$ cat src/sv/mi4_pkg.sv
// Shared types, constants and index helpers for the 4x4 matrix inverse block.
package mi4_pkg;

	localparam int FRAC_BITS_DEF = 16;
	localparam int ELEM_W        = 32;
	localparam int IDX_W         = 4;
	localparam int NMAT          = 16;
	// Cofactor: six triple products of 32-bit signed values.
	localparam int ADJ_W         = 97;
	// Determinant: four products of an element and a cofactor.
	localparam int DET_W         = 130;
	localparam int LIMB_W        = 32;
	localparam int ADJ_LIMBS     = 4;
	localparam int MUL_W         = LIMB_W + 1;
	localparam int PROD_W        = 2 * MUL_W;

	typedef logic [IDX_W-1:0] idx_t;

	typedef enum logic [4:0] {
		S_LOAD,
		S_RD0,
		S_RD1,
		S_RD2,
		S_MAB,
		S_MCL,
		S_MCH,
		S_ACH,
		S_ADJW,
		S_DRD,
		S_DLAT,
		S_DMUL,
		S_DACC,
		S_DET,
		S_ORD,
		S_OLAT,
		S_ODST,
		S_ODIV,
		S_OEMIT
	} state_t;

	typedef enum logic [2:0] {
		LAT_NONE,
		LAT_A,
		LAT_B,
		LAT_C,
		LAT_DET,
		LAT_ADJ
	} lat_t;

	typedef enum logic [1:0] {
		MUL_AB,
		MUL_CLO,
		MUL_CHI,
		MUL_LIMB
	} mul_t;

	typedef struct packed {
		logic       mat_we;
		idx_t       mat_waddr;
		idx_t       mat_raddr;
		logic       adj_we;
		idx_t       adj_waddr;
		idx_t       adj_raddr;
		lat_t       lat;
		logic       mul_en;
		mul_t       mul;
		logic [1:0] limb;
		logic       acc_clr;
		logic       acc_add;
		logic       acc_neg;
		logic       det_load;
		logic       div_start;
		logic       out_load;
		idx_t       out_index;
	} cmd_t;

	typedef struct packed {
		logic div_busy;
		logic out_free;
		logic sing;
	} sts_t;

	typedef struct packed {
		idx_t a0;
		idx_t a1;
		idx_t a2;
		logic neg;
	} term_t;

	// Map position i of a 3x3 minor onto the 4x4 index, skipping s.
	function automatic logic [1:0] skip_idx(logic [1:0] i, logic [1:0] s);
		return (i >= s) ? i + 2'd1 : i;
	endfunction

	// Element addresses and sign of triple product t of cofactor k.
	// The minor drops row (k mod 4) and column (k div 4): transposed adjugate.
	function automatic term_t term_sel(idx_t k, logic [2:0] t);
		logic [1:0] r;
		logic [1:0] c;
		logic [1:0] p0;
		logic [1:0] p1;
		logic [1:0] p2;
		logic       ps;
		term_t      res;
		r = k[3:2];
		c = k[1:0];
		case (t)
			3'd1:    begin p0 = 2'd0; p1 = 2'd2; p2 = 2'd1; ps = 1'b1; end
			3'd2:    begin p0 = 2'd1; p1 = 2'd0; p2 = 2'd2; ps = 1'b1; end
			3'd3:    begin p0 = 2'd1; p1 = 2'd2; p2 = 2'd0; ps = 1'b0; end
			3'd4:    begin p0 = 2'd2; p1 = 2'd0; p2 = 2'd1; ps = 1'b0; end
			3'd5:    begin p0 = 2'd2; p1 = 2'd1; p2 = 2'd0; ps = 1'b1; end
			default: begin p0 = 2'd0; p1 = 2'd1; p2 = 2'd2; ps = 1'b0; end
		endcase
		res.a0  = {skip_idx(2'd0, c), skip_idx(p0, r)};
		res.a1  = {skip_idx(2'd1, c), skip_idx(p1, r)};
		res.a2  = {skip_idx(2'd2, c), skip_idx(p2, r)};
		res.neg = ps ^ r[0] ^ c[0];
		return res;
	endfunction

endpackage

$ cat src/sv/mi4_ctrl.sv
// Sequencer for load, cofactor, determinant and divide/emit phases.
module mi4_ctrl (
	input  logic          clk,
	input  logic          arst_n,
	input  logic          in_valid,
	output logic          in_ready,
	input  mi4_pkg::sts_t sts,
	output mi4_pkg::cmd_t cmd
);
	import mi4_pkg::*;

	state_t     state_q;
	state_t     state_nxt;
	idx_t       load_q;
	idx_t       k_q;
	logic [2:0] t_q;
	logic [1:0] limb_q;
	term_t      term;

	assign term = term_sel(k_q, t_q);

	always_ff @(posedge clk or negedge arst_n) begin
		if (!arst_n) begin
			state_q <= S_LOAD;
			load_q  <= '0;
			k_q     <= '0;
			t_q     <= '0;
			limb_q  <= '0;
		end else begin
			state_q <= state_nxt;
			case (state_q)
				S_LOAD: begin
					if (in_valid) begin
						load_q <= load_q + 1'b1;
					end
				end
				S_ACH: begin
					t_q <= (t_q == 3'd5) ? 3'd0 : t_q + 3'd1;
				end
				S_ADJW: begin
					k_q <= k_q + 1'b1;
				end
				S_DLAT: begin
					limb_q <= '0;
				end
				S_DACC: begin
					limb_q <= limb_q + 1'b1;
					if (limb_q == 2'd3) begin
						k_q <= (k_q == idx_t'(3)) ? '0 : k_q + 1'b1;
					end
				end
				S_OEMIT: begin
					if (sts.out_free) begin
						k_q <= k_q + 1'b1;
					end
				end
				default: begin
				end
			endcase
		end
	end

	always_comb begin
		state_nxt = state_q;
		case (state_q)
			S_LOAD: begin
				if (in_valid && load_q == idx_t'(NMAT - 1)) begin
					state_nxt = S_RD0;
				end
			end
			S_RD0:  state_nxt = S_RD1;
			S_RD1:  state_nxt = S_RD2;
			S_RD2:  state_nxt = S_MAB;
			S_MAB:  state_nxt = S_MCL;
			S_MCL:  state_nxt = S_MCH;
			S_MCH:  state_nxt = S_ACH;
			S_ACH:  state_nxt = (t_q == 3'd5) ? S_ADJW : S_RD0;
			S_ADJW: state_nxt = (k_q == idx_t'(NMAT - 1)) ? S_DRD : S_RD0;
			S_DRD:  state_nxt = S_DLAT;
			S_DLAT: state_nxt = S_DMUL;
			S_DMUL: state_nxt = S_DACC;
			S_DACC: begin
				if (limb_q != 2'd3) begin
					state_nxt = S_DMUL;
				end else if (k_q == idx_t'(3)) begin
					state_nxt = S_DET;
				end else begin
					state_nxt = S_DRD;
				end
			end
			S_DET:  state_nxt = S_ORD;
			S_ORD:  state_nxt = S_OLAT;
			S_OLAT: state_nxt = sts.sing ? S_OEMIT : S_ODST;
			S_ODST: state_nxt = S_ODIV;
			S_ODIV: begin
				if (!sts.div_busy) begin
					state_nxt = S_OEMIT;
				end
			end
			S_OEMIT: begin
				if (sts.out_free) begin
					state_nxt = (k_q == idx_t'(NMAT - 1)) ? S_LOAD : S_ORD;
				end
			end
			default: state_nxt = S_LOAD;
		endcase
	end

	always_comb begin
		cmd           = '0;
		cmd.lat       = LAT_NONE;
		cmd.mul       = MUL_AB;
		cmd.out_index = k_q;
		in_ready      = 1'b0;
		case (state_q)
			S_LOAD: begin
				in_ready      = 1'b1;
				cmd.mat_we    = in_valid;
				cmd.mat_waddr = load_q;
				cmd.acc_clr   = 1'b1;
			end
			S_RD0: cmd.mat_raddr = term.a0;
			S_RD1: begin
				cmd.lat       = LAT_A;
				cmd.mat_raddr = term.a1;
			end
			S_RD2: begin
				cmd.lat       = LAT_B;
				cmd.mat_raddr = term.a2;
			end
			S_MAB: begin
				cmd.lat    = LAT_C;
				cmd.mul_en = 1'b1;
				cmd.mul    = MUL_AB;
			end
			S_MCL: begin
				cmd.mul_en = 1'b1;
				cmd.mul    = MUL_CLO;
			end
			S_MCH: begin
				cmd.mul_en  = 1'b1;
				cmd.mul     = MUL_CHI;
				cmd.acc_add = 1'b1;
				cmd.acc_neg = term.neg;
				cmd.limb    = 2'd0;
			end
			S_ACH: begin
				cmd.acc_add = 1'b1;
				cmd.acc_neg = term.neg;
				cmd.limb    = 2'd1;
			end
			S_ADJW: begin
				cmd.adj_we    = 1'b1;
				cmd.adj_waddr = k_q;
				cmd.acc_clr   = 1'b1;
			end
			S_DRD: begin
				cmd.mat_raddr = {2'b00, k_q[1:0]};
				cmd.adj_raddr = {k_q[1:0], 2'b00};
			end
			S_DLAT: cmd.lat = LAT_DET;
			S_DMUL: begin
				cmd.mul_en = 1'b1;
				cmd.mul    = MUL_LIMB;
				cmd.limb   = limb_q;
			end
			S_DACC: begin
				cmd.acc_add = 1'b1;
				cmd.limb    = limb_q;
			end
			S_DET:   cmd.det_load  = 1'b1;
			S_ORD:   cmd.adj_raddr = k_q;
			S_OLAT:  cmd.lat       = LAT_ADJ;
			S_ODST:  cmd.div_start = 1'b1;
			S_OEMIT: cmd.out_load  = sts.out_free;
			default: begin
			end
		endcase
	end

endmodule

$ cat config.mk
export PLATFORM = sky130hd
export DESIGN_NAME = mi4_ctrl
export DESIGN_NICKNAME = d
export VERILOG_FILES = /design/src/sv/mi4_pkg.sv /design/src/sv/mi4_ctrl.sv
export SDC_FILE = /design/constraint.sdc
export NUM_CORES = 1
export LEC_CHECK = 0
export BUFFER_PORTS_ARGS = -buffer_cell sky130_fd_sc_hd__buf_2
export CORE_ASPECT_RATIO = 1.1
export CORE_MARGIN = 4
export CORE_UTILIZATION = 49
export DETAILED_ROUTE_END_ITERATION = 10
export GPL_TIMING_DRIVEN = 0
export PLACE_DENSITY = 0.77
export RECOVER_POWER = 100
export REMOVE_ABC_BUFFERS = 1
export SLEW_MARGIN = 0
export SYNTH_ARGS = -nofsm -noshare
export SYNTH_HDL_FRONTEND = slang
export SYNTH_SLANG_ARGS = --single-unit
$ cat constraint.sdc
create_clock -name clk -period 2.4 [get_ports clk]
set_input_delay 0.36 -clock clk [delete_from_list [all_inputs] [get_ports clk]]
set_output_delay 0.36 -clock clk [all_outputs]
set_load 0.05 [all_outputs]
Word-level counts from Yosys, hierarchy flattened --
Cells that the tools add are included.
Word-level totals: bits in registers 18, output and inout bits 37, logic and storage cells 110
Cells by class: add/subtract/negate cells 7, order comparisons 6, eq/ne operators 32, muxes and demuxes 40, bitwise gates (word level) 2, reductions and logical operators 18
Operators by type and width (count):
- 5-bit one-hot mux with 19 select lines | 1
- 5-bit by 4-bit == test with 1-bit output (second input constant) | 8
- 5-bit two-way mux | 5
- 4-bit two-way mux | 6
- 5-bit by 3-bit == test with 1-bit output (second input constant) | 4
- 2-bit one-hot mux with 2 select lines | 5
- 2-bit OR reduction | 9
- 4-bit one-hot mux with 4 select lines | 1
- 5-bit == test (second input constant) | 3
- 3-bit one-hot mux with 5 select lines | 1
- 3-bit one-hot mux with 4 select lines | 1
- 4-bit one-hot mux with 3 select lines | 1
- 5-bit by 2-bit == test with 1-bit output (second input constant) | 2
- 1-bit two-way mux | 10
- 2-bit two-way mux | 5
- 2-bit inequality test (second input constant) | 5
- 3-bit two-way mux | 3
- 2-bit by 1-bit adder with 2-bit output (second input constant) | 4
- 4-bit by 1-bit adder with 4-bit output (second input constant) | 2
- 4-bit == test (second input constant) | 2
- 4-bit one-hot mux with 2 select lines | 1
- 3-bit by 2-bit == test with 1-bit output (second input constant) | 2
- 3-bit == test (second input constant) | 2
- 2-bit >= comparator | 3
- 15 further kinds | 19

Logic depth before layout (Yosys ltp) --
Gate-level depths: netlist of run 1.
word-level depth 6, mapped depth 8, mapped depth without buffers 7

Least setup slack after synthesis of run 1 --
Ideal clock, no wire load.
path kind register to output, start register state_q[3], end output port cmd[18] in the netlist's numbering, data arrival time 2.532 ns, data required time 2.040 ns, setup slack -0.492 ns, stages on the path, launching flop included 5, buffers on the path 2, cell sequence dfrtp_1 -> clkbuf_1 -> buf_2 -> nand2_1 -> nor4_1
RTL lines:
- from (decl) | line mi4_ctrl.sv:12 | state_t state_q;
- from (signal assigned) | line mi4_ctrl.sv:30 | state_q <= state_nxt;
- to (decl) | line mi4_ctrl.sv:8 | output mi4_pkg::cmd_t cmd

==> metrics.csv, run 1 <==
stage;metric;value;unit
run_status;status;finished with violations;
run_status;violations;setup timing;
global_routing;track_usage;21.7;%
global_routing;overflow;0;
cts;cts_tree;done;
global_routing;grt_pass1_wl;8310;um
timing;tns;-1.24;ns
worst_setup_path;crit_slowest_cell;dfrtp_2;
cts;cts_htree_levels;1;
placement;place_ws;-0.406;ns
synthesis;synth_edf_count;0;
timing;timing.final.crit_period;2.67;ns
worst_setup_path;path_class;reg2out;
worst_setup_path;path_cells;buf_6, buf_4, clkinvlp_4, ha_4, nand2b_1, maj3_2, o211ai_1, o211ai_1, buf_4;
finish;final_area;0.00234;mm^2
finish;multiInputGateArea;0.00139;mm^2
synthesis;seq_area_frac_synth;24.5;%
cts;clk_pin_slew_worst_paths;0.07;ns
routing;drc;0;
finish;drive_above_1_share;31.8;%
worst_setup_path;r2r_end;k_q[2];
global_routing;antenna_found_initial;0;
routing;viasPerCell;5.86;
finish;num_antenna_cells;0;
timing;hold_viol;0;
finish;final_cell_count_no_fill;330;
finish;fill_cells;328;
timing;fin_crit_sh;111;%
worst_setup_path;startpoint;t_q[2];
floorplanning;initial_core_util;50.8;%
synthesis;yosys_warnings;0;
worst_hold_path;hold_path.class;in2async;
cts;cts_root_buffer;clkbuf_8;
synthesis;async_flop_share;100;%
synthesis;syn_inst;235;
finish;layout.nets;297;
worst_setup_path;crit_end;cmd[27];
routing;wl;5200;um
worst_setup_path;r2r_slack;0.14;ns
power_and_ir_drop;vdd_drop_max;1.13;mV
cts;cts_hold_buffers;0;
worst_setup_path;cp_max_fo;6;
power_and_ir_drop;power_density;1490;mW/mm^2
synthesis;synth-main-ff-cell;dfrtp_1;
routing;wire_per_inst;15.7;um
worst_setup_path;end_kind;primary output;
placement;dp.cells;311;
run;maxCapViolations;0;
worst_setup_path;critical_path_required;2.04;ns
routing;drtAntennaViolNets;0;
routing;firstDrtPassIters;4;
global_routing;grt.met2_usage;36.4;%
synthesis;syn_area;0.00184;mm^2
timing;worst_slew_pin_slew;0.968;ns
placement;dpl.hpwl;3460;um
worst_setup_path;worstSetupStartpointType;register;
timing;setup_ws;-0.270;ns
timing;finalClockSkew;0.00934;ns
global_routing;grt_pass1_vias;1785;
timing;rsz0062_at_grt;true;
timing;maxSlewViolCount;0;
floorplanning;core-area;0.00363;mm^2
worst_setup_path;max_stage_delay;0.45;ns
cts;clock_path_buffers;2;
cts;cts_made_buffers;3;
global_routing;use_met3;4.64;%
placement;dpl-instance-area;0.00205;mm^2
floorplanning;rows;23;
global_routing;grt_max_degree;26;
synthesis;avgSynthCellArea;7.83;um^2
power_and_ir_drop;total_power;3.49;mW
worst_setup_path;cp.arrival;2.31;ns
floorplanning;io_pins;43;
floorplanning;die_area;0.00480;mm^2
timing;relSlewSlack;35.5;%
timing;timing.fmax;374;MHz
routing;drt_iter0_markers;200;
synthesis;yosysUniqueCellTypes;53;
finish;seqCellArea;468;um^2
cts;cts.sinks;18;
routing;num_vias;1934;
floorplanning;die_w;66.4;um
cts;clk_latency;0.26;ns
placement;gp_congestion;0.885;
worst_setup_path;reg2reg_from;state_q[1];
power_and_ir_drop;p_leak;1.04;nW
global_routing;grt-busiest-layer;met2;
synthesis;ys_ff_latch;18;
global_routing;met1_usage;27.8;%
worst_setup_path;ff2ff_path_depth;4;
finish;area_growth;27.3;%
timing;finalSetupViolations;10;
placement;io_buffers;42;
floorplanning;die_h;72.3;um
-- layout make-up --
type                       instances  share of cell area (%)
clock buffer                       4                    2.35
tap                               50                    2.67
multi-input combinational        193                    59.4
timing repair buffer              57                    14.2
sequential                        18                    20.0
inverter                           8                    1.44
-- critical path: cells and delay by family (launching register included) --
kind            cells  cell delay, ns
flops               1            0.45
buf+inv             4            0.55
compound gates      2            0.40
simple gates        1            0.15
fa+ha+maj           2            0.50
-- worst min path at each step --
stage | start | endpoint | depth (start not counted)
2_1_floorplan | arst_n | k_q[0] | 0
3_3_place_gp | arst_n | state_q[4] | 1
3_5_place_dp | arst_n | state_q[4] | 1
4_1_cts | arst_n | limb_q[0] | 1
5_1_grt | arst_n | limb_q[1] | 1
6_report | arst_n | limb_q[1] | 1
-- through the flow --
stage          utilization (%)  hold slack (ns)
2_1_floorplan                -           0.0644
3_3_place_gp              56.5            0.311
3_5_place_dp              56.5            0.311
4_1_cts                   63.7           0.0391
5_1_grt                   64.6            0.309
6_report                  64.6            0.231
-- timing repair --
item                       4_1_cts  5_1_grt
buffers inserted                14        2
pin swaps                        5        7
setup endpoints to repair       20        9
cloned                           0        0
resized for setup               30       17
-- registers in the layout, summed over array words and instances (netlist names) --
register,cells
k_q,4
load_q,4
t_q,3
state_q,5
limb_q,2
-- synth_stat cells (all sizes together), types with 2 or more instances --
master	n	area share (%)
nor2b	12	4.1
dfrtp	18	24
or3	2	0.95
a2bb2oi	2	0.95
o21ai	8	2.2
nand2	18	3.7
o211ai	3	1.2
buf	7	1.7
a21o	2	0.82
clkbuf	9	1.8
nand4	4	1.4
nor4b	2	0.95
and2	3	1.0
and3	9	3.1
nor2	17	3.5
nand2b	10	3.4
or3b	2	1.1
o32ai	2	0.95
nor4	3	1.0
ha	10	6.8
inv	7	1.4
nor3	12	3.8
nand3	7	1.9
o22ai	4	1.4
a21oi	12	3.3
xnor2	9	4.3
a31oi	7	2.4
nor3b	5	2.0
mux2	6	4.1
nand3b	2	0.82
a211oi	2	0.82
xor2	3	1.4
-- logic make-up (layout without fill, tap and decap cells) --
family | after synthesis | after routing | synth area share, %
compound gates | 52 | 52 | 18.7
xor+xnor | 12 | 12 | 5.71
fa+ha+maj | 11 | 11 | 7.34
buf+inv | 24 | 69 | 5.17
flops | 18 | 18 | 24.5
mux | 6 | 6 | 4.08
simple gates | 112 | 112 | 34.5
-- where the power goes --
group	switching, mW	internal [mW]
combinational	1.55	0.963
clock	0.101	0.146
sequential	0.313	0.425
total	1.96	1.53
-- routing by layer --
layer	vias up	routed length [um]
met5	-	0
met1	909	2210
met2	65	2580
met4	0	121
met3	12	281
li1	948	-
-- cell usage in the layout, fill, tap and decap left out, types with 3 or more instances in the layout --
master and count:
a31oi_1 7, clkbuf_1 8, o22ai_1 4, o211ai_1 3, a21oi_1 11, inv_1 5
buf_6 3, nand3_1 7, dfrtp_2 5, o21ai_0 7, nor3b_1 4, nand2_1 18
nand2b_1 9, nor3_1 10, dfrtp_4 3, and2_1 3, nor2b_4 3, clkbuf_8 4
xor2_1 3, mux2_2 4, and3_1 9, clkbuf_2 12, nor2_1 16, nor2b_1 9
dfrtp_1 10, buf_4 13, buf_2 19, nand4_1 4, xnor2_1 8, ha_1 7
nor4_1 3
No activity file was read; power rests on OpenSTA's default activity.
==> run 2: changes to the inputs <==
SKIP_CTS_REPAIR_TIMING = 1   (was default)
==> run 2 against run 1 <==
Compared with the run above:
- worst hold slack got worse by 0.0028 ns
- first-iteration DRC count rose by 7.5%
- routed wire length fell by 6.9%
- the run still ends with setup timing left
- highest routed layer unchanged
- critical path type unchanged
==> metrics.csv, run 2 (same netlist as run 1, synthesis figures left out) <==
stage;metric;value;unit;change
run_status;status;finished with violations;;
run_status;violations;setup timing;;
cts;cts.sinks;18;;unchanged
placement;dpl.hpwl;3460;um;unchanged
routing;drtAntennaViolNets;0;;unchanged
finish;num_antenna_cells;0;;unchanged
finish;final_common_cell;buf_2;;
cts;cts_root_buffer;clkbuf_8;;
finish;top_regs;state_q: 5 flops, k_q: 4 flops, load_q: 4 flops;;
timing;timing.fmax;375;MHz;+0.20%
cts;clk_latency;0.26;ns;about the same
cts;clk_pin_slew_worst_paths;0.07;ns;about the same
global_routing;overflow;0;;unchanged
global_routing;grt_pass1_wl;7530;um;-9.3%
finish;layout.nets;290;;-2.4%
placement;gp_congestion;0.885;;unchanged
run;maxCapViolations;0;;unchanged
power_and_ir_drop;swShare;56.8;%;+0.68 points
routing;num_vias;1899;;-1.8%
timing;tns;-1.07;ns;+0.176 ns
finish;regMostFlops;state_q;;
worst_hold_path;hold_path.class;in2async;;
routing;firstDrtPassIters;4;;unchanged
power_and_ir_drop;vdd_drop_max;1.05;mV;-7.5%
global_routing;grt_pass1_vias;1611;;-9.7%
cts;cts_htree_levels;1;;unchanged
timing;finalSetupViolations;9;;-1
placement;place_ws;-0.406;ns;unchanged
timing;relSlewSlack;36.0;%;+0.52 points
timing;fin_crit_sh;111;%;-0.23 points
routing;drc;0;;unchanged
timing;finalClockSkew;0.00842;ns;-0.000914 ns
cts;cts_tree;done;;
worst_setup_path;end_kind;primary output;;
finish;final_core_util;61.8;%;-2.8 points
power_and_ir_drop;p_leak;1.01;nW;-3.7%
finish;layout_common_cells;buf_2, nand2_1, nor2_1, nor2b_1, a21oi_1;;
floorplanning;rows;23;;unchanged
floorplanning;die_area;0.00480;mm^2;unchanged
finish;drive_above_1_share;28.2;%;-3.6 points
routing;viasPerCell;5.88;;+0.32%
timing;setup_ws;-0.265;ns;+0.00541 ns
cts;cts_made_buffers;3;;unchanged
global_routing;antenna_found_initial;0;;unchanged
worst_setup_path;cp.arrival;2.30;ns;about the same
timing;worst_slew_pin_slew;0.960;ns;-0.00782 ns
worst_setup_path;worstSetupStartpointType;register;;
power_and_ir_drop;p_seq_share;22.6;%;+1.5 points
timing;timing.final.crit_period;2.66;ns;-0.00541 ns
cts;clock_path_buffers;2;;unchanged
timing;maxSlewViolCount;0;;unchanged
finish;largest_register_ffs;5;;unchanged
finish;final_area;0.00224;mm^2;-4.3%
routing;wl;4840;um;-6.9%
power_and_ir_drop;p_int;1.43;mW;-6.8%
worst_setup_path;path_class;reg2out;;
timing;rsz0062_at_grt;true;;
routing;wire_per_inst;15.0;um;-4.8%
floorplanning;die_h;72.3;um;unchanged
global_routing;track_usage;19.5;%;-2.1 points
power_and_ir_drop;p_clk_share;7.5;%;+0.4 points
timing;timing.hold.ws;0.228;ns;-0.00281 ns
worst_setup_path;critical_path_required;2.04;ns;about the same
routing;drt_iter0_markers;215;;+7.5%
floorplanning;die_w;66.4;um;unchanged
power_and_ir_drop;power_density;1480;mW/mm^2;-1.1%
placement;dpl-instance-area;0.00205;mm^2;unchanged
timing;hold_viol;0;;unchanged
power_and_ir_drop;combPwrFrac;69.9;%;-1.9 points
global_routing;grt_max_degree;26;;unchanged
floorplanning;core-area;0.00363;mm^2;unchanged
power_and_ir_drop;power_switching;1.88;mW;-4.2%
placement;io_buffers;42;;unchanged
floorplanning;io_pins;43;;unchanged
floorplanning;initial_core_util;50.8;%;unchanged
finish;area_growth;21.8;%;
worst_setup_path;cp_max_fo;8;;+2
[run 2: cell types whose count changed in the layout (fill, tap and decap cells not counted), sizes merged]
| cell | before | now |
|---|---|---|
| buf | 35 | 31 |
| clkbuf | 26 | 23 |
| clkinvlp | 1 | 0 |
| inv | 6 | 7 |
[run 2: routing by layer]
layer | vias up | track usage (%) | part of all wire, %
met5 | - | 0 | 0
met2 | 44 | 33.5 | 51
li1 | 937 | - | -
met3 | 6 | 3.56 | 4.9
met4 | 0 | 2.71 | 1.1
met1 | 912 | 26.1 | 43
[run 2: final cells by class]
type / count / area (um^2)
clock buffers: 4 / 55.1
fillers: 339 / 1380
inverters: 8 / 30.0
multi-input cells: 193 / 1350
flip-flops and latches: 18 / 465
well taps: 50 / 62.6
repair buffers: 50 / 275
[run 2: final timing paths]
| path | slack, ns | to | cells after the start | startpoint |
|---|---|---|---|---|
| max reg2reg | 0.14 | k_q[2] | 4 | state_q[1] |
| max in group asynchronous | 1.48 | state_q[2] | 1 | arst_n |
| min reg2reg | 0.50 | load_q[3] | 1 | load_q[3] |
| min in group clk | 0.40 | load_q[2] | 3 | in_valid |
| max | -0.26 | cmd[28] | 7 | t_q[2] |
| min | 0.23 | limb_q[1] | 1 | arst_n |
[run 2: worst max-delay path, stage by stage, from the launching register on]
cell and delay, ns:
dfrtp_2 0.47, nor2b_4 0.19, ha_4 0.23, or3b_2 0.48, a2bb2oi_2 0.15, o21ai_0 0.09, a221o_1 0.28, buf_6 0.16
[run 2: metrics by stage]
| stage | instances | power [mW] |
|---|---|---|
| after floorplan | 219 | 2.30 |
| after global placement | 311 | 2.75 |
| after detailed placement | 311 | 2.78 |
| after CTS | 315 | 3.03 |
| after global routing | 323 | 3.55 |
| final | 323 | 3.31 |
[run 2: power by group through the flow]
stage | sequential (mW) | combinational [mW] | clock [mW]
finish | 0.748 | 2.31 | 0.247
floorplan | 0.681 | 1.62 | 0
detailed placement | 0.732 | 2.04 | 0
global route | 0.781 | 2.50 | 0.268
CTS | 0.726 | 2.05 | 0.252
global placement | 0.726 | 2.02 | 0
==> run 3: changes to the inputs <==
clock period = 2.3 ns   (was 2.4 ns; I/O delays follow)
==> run 3 against run 2 <==
Compared with the run above:
- the flow still finishes with violations (setup timing)
- non-clock buffer count increased by 8
- clock-buffer cell count unchanged
- sequential power decreased by 4.8%
- critical path depth unchanged
- routed wire length increased by 6.8%
- total power increased by 7.8%
- cell count increased by 2.5%
- via count increased by 2.1%
- largest cell class unchanged
- global-route usage unchanged
- core utilization increased by 1.7 points
- clock power increased by 6%
- register-to-register slack got worse by 0.07 ns
==> metrics.csv, run 3 (same netlist as run 1, synthesis figures left out) <==
stage;metric;value;unit;change
finish;top_regs;state_q: 5 flops, k_q: 4 flops, load_q: 4 flops;;
power_and_ir_drop;p_seq_share;20.0;%;-2.6 points
timing;tns;-1.11;ns;-0.0440 ns
cts;clock_path_buffers;2;;unchanged
worst_hold_path;hold_path.class;in2async;;
worst_setup_path;path_cells;nor2b_4, ha_4, or3b_2, a2bb2oi_2, o21ai_0, a221o_1, buf_6;;
floorplanning;rows;23;;unchanged
worst_setup_path;max_stage_delay;0.48;ns;about the same
routing;drt_iter0_markers;220;;+2.3%
power_and_ir_drop;combPwrFrac;72.7;%;+2.8 points
timing;timing.final.crit_period;2.65;ns;
cts;cts_htree_levels;1;;unchanged
placement;dp.cells;311;;unchanged
finish;regMostFlops;state_q;;
timing;hold_viol;0;;unchanged
worst_setup_path;cp.buffers_inverters;1;;unchanged
placement;dpl-instance-area;0.00205;mm^2;unchanged
worst_setup_path;crit_family;simple AND/OR/NAND/NOR gates;;
worst_setup_path;path_class;reg2out;;
power_and_ir_drop;p_leak;1.04;nW;+3.3%
timing;worst_slew_pin_slew;0.954;ns;-0.00585 ns
power_and_ir_drop;total_power;3.57;mW;+7.8%
timing;relSlewSlack;36.4;%;+0.39 points
run_status;violations;setup timing;;
timing;rsz0062_at_grt;true;;
routing;viasPerCell;5.85;;-0.41%
routing;num_vias;1938;;+2.1%
worst_setup_path;cp.arrival;2.30;ns;about the same
worst_setup_path;end_kind;primary output;;
finish;num_antenna_cells;0;;unchanged
power_and_ir_drop;p_clk_share;7.3;%;-0.2 points
worst_setup_path;cp_max_fo;8;;unchanged
finish;fill_cells;336;;-0.88%
routing;firstDrtPassIters;4;;unchanged
floorplanning;die_area;0.00480;mm^2;unchanged
cts;cts_made_buffers;3;;unchanged
timing;maxSlewViolCount;0;;unchanged
power_and_ir_drop;swShare;56.2;%;-0.61 points
global_routing;grt_max_degree;26;;unchanged
timing;timing.fmax;378;MHz;
floorplanning;die_w;66.4;um;unchanged
placement;dpl.hpwl;3460;um;unchanged
run;maxCapViolations;0;;unchanged
power_and_ir_drop;vdd_drop_max;1.10;mV;+4.9%
finish;layout.nets;298;;+2.8%
floorplanning;die_h;72.3;um;unchanged
global_routing;antenna_found_initial;0;;unchanged
worst_setup_path;critical_path_required;1.96;ns;-0.08 ns
timing;setup_ws;-0.348;ns;-0.0832 ns
timing;finalSetupViolations;4;;-5
finish;final_common_cell;clkbuf_2;;
floorplanning;core-area;0.00363;mm^2;unchanged
power_and_ir_drop;p_int;1.56;mW;+9.3%
cts;cts_tree;done;;
finish;final_area;0.00230;mm^2;+2.8%
timing;finalClockSkew;0.0102;ns;+0.00180 ns
global_routing;track_usage;19.5;%;unchanged
power_and_ir_drop;power_switching;2.00;mW;+6.6%
finish;final_core_util;63.6;%;+1.7 points
routing;wl;5170;um;+6.8%
cts;clk_latency;0.26;ns;about the same
power_and_ir_drop;power_density;1550;mW/mm^2;+4.9%
timing;fin_crit_sh;115;%;
worst_setup_path;r2r_slack;0.07;ns;-0.07 ns
finish;final_cell_count_no_fill;331;;+2.5%
placement;gp_congestion;0.885;;unchanged
routing;drtAntennaViolNets;0;;unchanged
floorplanning;io_pins;43;;unchanged
global_routing;overflow;0;;unchanged
global_routing;grt_pass1_wl;7530;um;unchanged
finish;layout_common_cells;clkbuf_2, nor2_1, nand2_1, buf_4;;
finish;drive_above_1_share;30.6;%;+2.4 points
global_routing;grt_pass1_vias;1611;;unchanged
placement;io_buffers;42;;unchanged
worst_setup_path;worstSetupStartpointType;register;;
finish;largest_register_ffs;5;;unchanged
routing;wire_per_inst;15.6;um;+4.3%
placement;place_ws;-0.491;ns;-0.0850 ns
floorplanning;initial_core_util;50.8;%;unchanged
routing;drc;0;;unchanged
cts;cts.sinks;18;;unchanged
cts;cts_root_buffer;clkbuf_8;;
finish;area_growth;25.2;%;
cts;clk_pin_slew_worst_paths;0.08;ns;about the same
run_status;status;finished with violations;;
worst_setup_path;crit_slowest_cell;or3b_2;;
timing;timing.hold.ws;0.207;ns;-0.0213 ns
run 3: cell count changes in the layout (fill, tap and decap cells not counted), moves of 2 or more:
cell,delta
buf_2,-12
buf_4,+6
clkbuf_2,+15
dfrtp_2,-2
dfrtp_4,+2
run 3: cell type report:
cell class,instances,area [um^2],area share (%)
sequential,18,470,20.4
timing repair buffer,58,328,14.2
tap,50,62.6,2.71
multi-input combinational,193,1360,59.0
inverter,8,30.0,1.30
clock buffer,4,55.1,2.39
run 3: power by group through the flow:
stage | sequential, mW | combinational (mW) | clock, mW
3_3_place_gp | 0.758 | 2.11 | 0
6_report | 0.712 | 2.59 | 0.261
4_1_cts | 0.757 | 2.14 | 0.263
3_5_place_dp | 0.764 | 2.13 | 0
2_1_floorplan | 0.711 | 1.69 | 0
5_1_grt | 0.735 | 2.79 | 0.278
run 3: per-layer routing:
layer / track usage, % / vias up / share of wire, %
li1: - / 953 / -
met1: 26.1 / 922 / 44
met2: 33.5 / 57 / 49
met3: 3.56 / 6 / 5.7
met4: 2.71 / 0 / 1.1
met5: 0 / - / 0
run 3: final timing paths:
check                           start          to  cells after the start
max in group asynchronous      arst_n  state_q[3]                      1
hold / removal                 arst_n   limb_q[0]                      1
hold reg to reg             load_q[3]   load_q[3]                      1
min in group clk             in_valid   load_q[2]                      3
setup reg to reg           state_q[4]      k_q[2]                      4
setup / recovery               t_q[0]     cmd[28]                      7
